**config.mk**
```make
export PLATFORM = sky130hd
export DESIGN_NAME = lc3b_cstore
export DESIGN_NICKNAME = d
export VERILOG_FILES = /design/src/lc3b_pkg.sv /design/src/lc3b_cstore.sv
export SDC_FILE = /design/constraint.sdc
export NUM_CORES = 2
export LEC_CHECK = 0
export BUFFER_PORTS_ARGS = -buffer_cell sky130_fd_sc_hd__buf_2
export CAP_MARGIN = 20
export CORE_MARGIN = 2
export CORE_UTILIZATION = 57
export DETAILED_ROUTE_END_ITERATION = 8
export GPL_ROUTABILITY_DRIVEN = 1
export PLACE_DENSITY = 0.82
export SYNTH_ARGS = -nofsm -noshare
export SYNTH_HDL_FRONTEND = slang
export SYNTH_SLANG_ARGS = --single-unit
```
**constraint.sdc**
```tcl
create_clock -name clock -period 4.3 [get_ports clock]
set_clock_uncertainty 0.2 [all_clocks]
set_input_delay 0.86 -clock clock [delete_from_list [all_inputs] [get_ports clock]]
set_output_delay 0.86 -clock clock [all_outputs]
set_load 0.03 [all_outputs]
```
**src/lc3b_pkg.sv**
```systemverilog
// Package for the LC-3b machine-cycle block: commands, control word fields, helpers.
// No dependencies; used by every module under src.
package lc3b_pkg;
   localparam int MEM_WORDS_DEF = 32768;
   localparam int CS_ROWS_DEF = 64;
   localparam int CW_W = 35;
   localparam logic [5:0] RESTART_STATE = 6'd18;

   localparam logic [2:0] CMD_LOAD_ROW = 3'd0;
   localparam logic [2:0] CMD_WRITE = 3'd1;
   localparam logic [2:0] CMD_READ = 3'd2;
   localparam logic [2:0] CMD_RESTART = 3'd3;
   localparam logic [2:0] CMD_TICK = 3'd4;

   localparam int B_IRD = 34;
   localparam int B_LD_MAR = 25;
   localparam int B_LD_MDR = 24;
   localparam int B_LD_IR = 23;
   localparam int B_LD_BEN = 22;
   localparam int B_LD_REG = 21;
   localparam int B_LD_CC = 20;
   localparam int B_LD_PC = 19;
   localparam int B_GATE_PC = 18;
   localparam int B_GATE_MDR = 17;
   localparam int B_GATE_ALU = 16;
   localparam int B_GATE_MARMUX = 15;
   localparam int B_GATE_SHF = 14;
   localparam int B_DRMUX = 11;
   localparam int B_SR1MUX = 10;
   localparam int B_ADDR1MUX = 9;
   localparam int B_MARMUX = 6;
   localparam int B_MIO_EN = 3;
   localparam int B_R_W = 2;
   localparam int B_DATA_SIZE = 1;
   localparam int B_LSHF1 = 0;

   localparam logic [1:0] COND_READY = 2'd1;
   localparam logic [1:0] COND_BRANCH = 2'd2;
   localparam logic [1:0] COND_ADDR = 2'd3;

   typedef logic [CW_W-1:0] cw_type;

   typedef struct packed {
      logic        we;
      logic [1:0]  be;
      logic [15:0] wdata;
   } mem_wr_type;

   function automatic logic [15:0] sext(input logic [15:0] v, input int bits);
      logic [15:0] r;
      r = v;
      for (int i = 0; i < 16; i++) begin
         if (i >= bits) r[i] = v[bits-1];
      end
      return r;
   endfunction
endpackage

```
**src/lc3b_cstore.sv**
```systemverilog
// Control store: 64 x 35 synchronous memory, one write and one read port.
// Depends on lc3b_pkg.
module lc3b_cstore #(
   parameter int CS_ROWS = lc3b_pkg::CS_ROWS_DEF
) (
   input  logic                clock,
   input  logic                wr_en,
   input  logic [5:0]          wr_row,
   input  lc3b_pkg::cw_type    wr_data,
   input  logic [5:0]          rd_row,
   output lc3b_pkg::cw_type    rd_data
);
   lc3b_pkg::cw_type mem_ff [CS_ROWS];
   lc3b_pkg::cw_type rd_ff;

   always_ff @(posedge clock) begin
      if (wr_en) mem_ff[wr_row] <= wr_data;
      rd_ff <= mem_ff[rd_row];
   end
   assign rd_data = rd_ff;
endmodule

```
==> reports/qor.yml <==
setup_path:
  cp.arrival_ps: 3660
  crit_family: "buffers and inverters"
  crit_buf_inv: 3
  required_ps: 4810
  crit_chain: "buf_8 > buf_12 > buf_4 > mux2i_1 > o22ai_1 > or4b_1 > a31oi_1 > nor2_1"
  slowest_stage: "or4b_1"
  cpPeakStageDelay_ps: 560
  endpoint_kind: "flop"
  reg2reg_depth: 5
  r2r_setup_slack_ps: 1790
  path_depth: 8
  cp-start-kind: "primary input"
  crit_type: "in2reg"
  cp_max_fo: 24
final_layout:
  num-nets-final: 4174
  seq_area_mm2: 0.0680
  post_route_cells_drive_above_1_share: 0.286
  fillers: 8784
  fin_util: 0.654
  layout_common_cells: "2240 x edfxtp_1, 486 x mux4_2, 207 x clkbuf_16"
  area_delta_synth_final_pct: 13.8
  multi_input_area_mm2: 0.0176
  final_common_cell: "edfxtp_1"
placement:
  hpwl_um: 122000
  io_buffers: 83
  dp_slack_ps: 433
  gp_congestion: 0.836
die:
  initial_core_util: 0.575
  die-area_mm2: 0.154
  std_cell_rows: 142
  fp.dieW_um: 393
  core_mm2: 0.150
  die_h_um: 393
  io_pins: 84
clocking:
  cts_buffer_depth: 3
  cts_buffers: 204
  path_clk_slew_ps: 70
  clockRootBuffer: "clkbuf_16"
  clkSinkCount: 2275
  cts_tree: "done"
  htreeDepth: 4
  holdBufCountCts: 0
  ctsResizeCount: 0
  clk-insertion-delay-late_ps: 860
  cts_setup_buffers: 0
timing:
  finalSetupViolCount: 0
  tns_ps: 0
  period_minus_slack_ps: 3150
  fmax_mhz: 317
  drv_slew: 0
  worst_slack_ps: 1150
  worstMarginPinSlew_ps: 1100
  worst_hold_slack_ps: 93.8
  hold_viol_final: 0
  finalCritPeriodShare: 0.733
  slew_headroom: 0.262
  rsz0062_at_grt: "false"
grt:
  grt_pass1_vias: 46003
  grt_pass1_wl_um: 337000
  grt_max_degree: 65
  gr-total-overflow: 0
  antenna_found_initial: 13
  track_usage: 0.314
yosys:
  synthesis.area_mm2: 0.0862
  synthFlopType: "edfxtp_1"
  synth_edf_count: 2240
  synth-seq-cells: 2275
  ys.warnings.count: 0
  syn_area_per_cell_um2: 22.5
  synthCells: 3835
  ys_seq_area_frac: 0.789
  synth_cell_types: 38
  syn_nets: 3884
  synthArstFlopShare: 0
power:
  p_leak_nw: 30.9
  p_per_area_mw_per_mm2: 471
  ir_worst_vdd_v: 0.000505
routing:
  drc: 0
  drt_pass1_iterations: 7
  drt_iter0_drc: 7911
  ant_nets: 0
  routed_wirelength_um: 239000
  wl_per_cell_um: 37.8
  vias: 45100
  viasPerCell: 7.14
hold_path:
  whs_path_depth: 1
  hold_class: "in2reg"
outcome:
  status: "finished, final reports clean"
job:
  max_cap_violations: 0
## sequential cells by signal (all words and copies together), names as in the netlist
register,flops
mem_ff,2240
rd_data,35
## final cells by class
class,instances,area share
inverter,1,0.0000383
antenna,5,0.000128
tap,2016,0.0257
multi-input combinational,1340,0.180
sequential,2275,0.693
timing repair buffer,303,0.0306
clock inverter,138,0.0164
clock buffer,241,0.0542
## cells in the mapped netlist (10+ instances only)
cell      count  area, um2
edfxtp_1   2240      67300
clkbuf_1    104        390
o22ai_1      87        544
a211oi_1     14        105
a22oi_1      54        405
buf_6        13        146
nor2_1       90        338
buf_2        59        295
mux2_2       65        732
a31oi_1      12       75.1
mux2i_1     157       1570
buf_1        10       37.5
nand3_1      66        330
and3_1       13       81.3
buf_4        33        248
nand4_1      49        307
mux4_2      486      10900
o221ai_1     51        447
dfxtp_1      35        701
nand2_1      75        282
a221o_1      32        320
nor2b_1      23        144
## power breakdown
group          switching [mW]  leakage [nW]  total (mW)  internal, mW
Combinational            1.61          7.09        2.50         0.884
Clock                    8.21          3.37        19.0          10.8
Sequential              0.134          20.4        24.7          24.5
## path summary, 6_finish.rpt
path	endpoint	start
worst max-delay path	rd_data[24]	rd_row[0]
worst min-delay path	mem_ff[57][26]	wr_data[26]
worst max register to register	rd_data[24]	mem_ff[36][24]
worst min register to register	rd_data[16]	mem_ff[8][16]
## cell families (layout without fill, tap and decap cells)
| family | count (synthesis) | in the layout | share of synthesized area |
|---|---|---|---|
| simple gates | 351 | 351 | 0.0200 |
| mux | 708 | 708 | 0.154 |
| compound gates | 281 | 281 | 0.0245 |
| other cells | 0 | 5 | 0 |
| buf+inv | 220 | 683 | 0.0130 |
| flops | 2275 | 2275 | 0.789 |
## per-layer routing
metal	share of wire	routed length (um)	up-vias	track usage
li1	-	-	16928	-
met1	0.32	76000	23005	0.407
met2	0.48	115000	4384	0.496
met3	0.14	34200	775	0.0796
met4	0.058	13800	8	0.161
met5	0.00026	62	-	0
## metrics by stage
stage / cells / power [mW] / instance area, um2
floorplan: 3835 / 26.4 / 86200
global placement: 5908 / 27.4 / 90500
detailed placement: 5909 / 27.5 / 90600
CTS: 6288 / 46.2 / 97500
global route: 6314 / 47.1 / 98000
finish: 6319 / 46.2 / 98000
## worst reg2reg max path: stages (launching register included)
cell and delay [ps]:
edfxtp_1 390, mux4_2 460, nand2_1 80, or4b_1 510, a31oi_1 560, nor2_1 140
No activity file was read; power rests on OpenSTA's default activity.
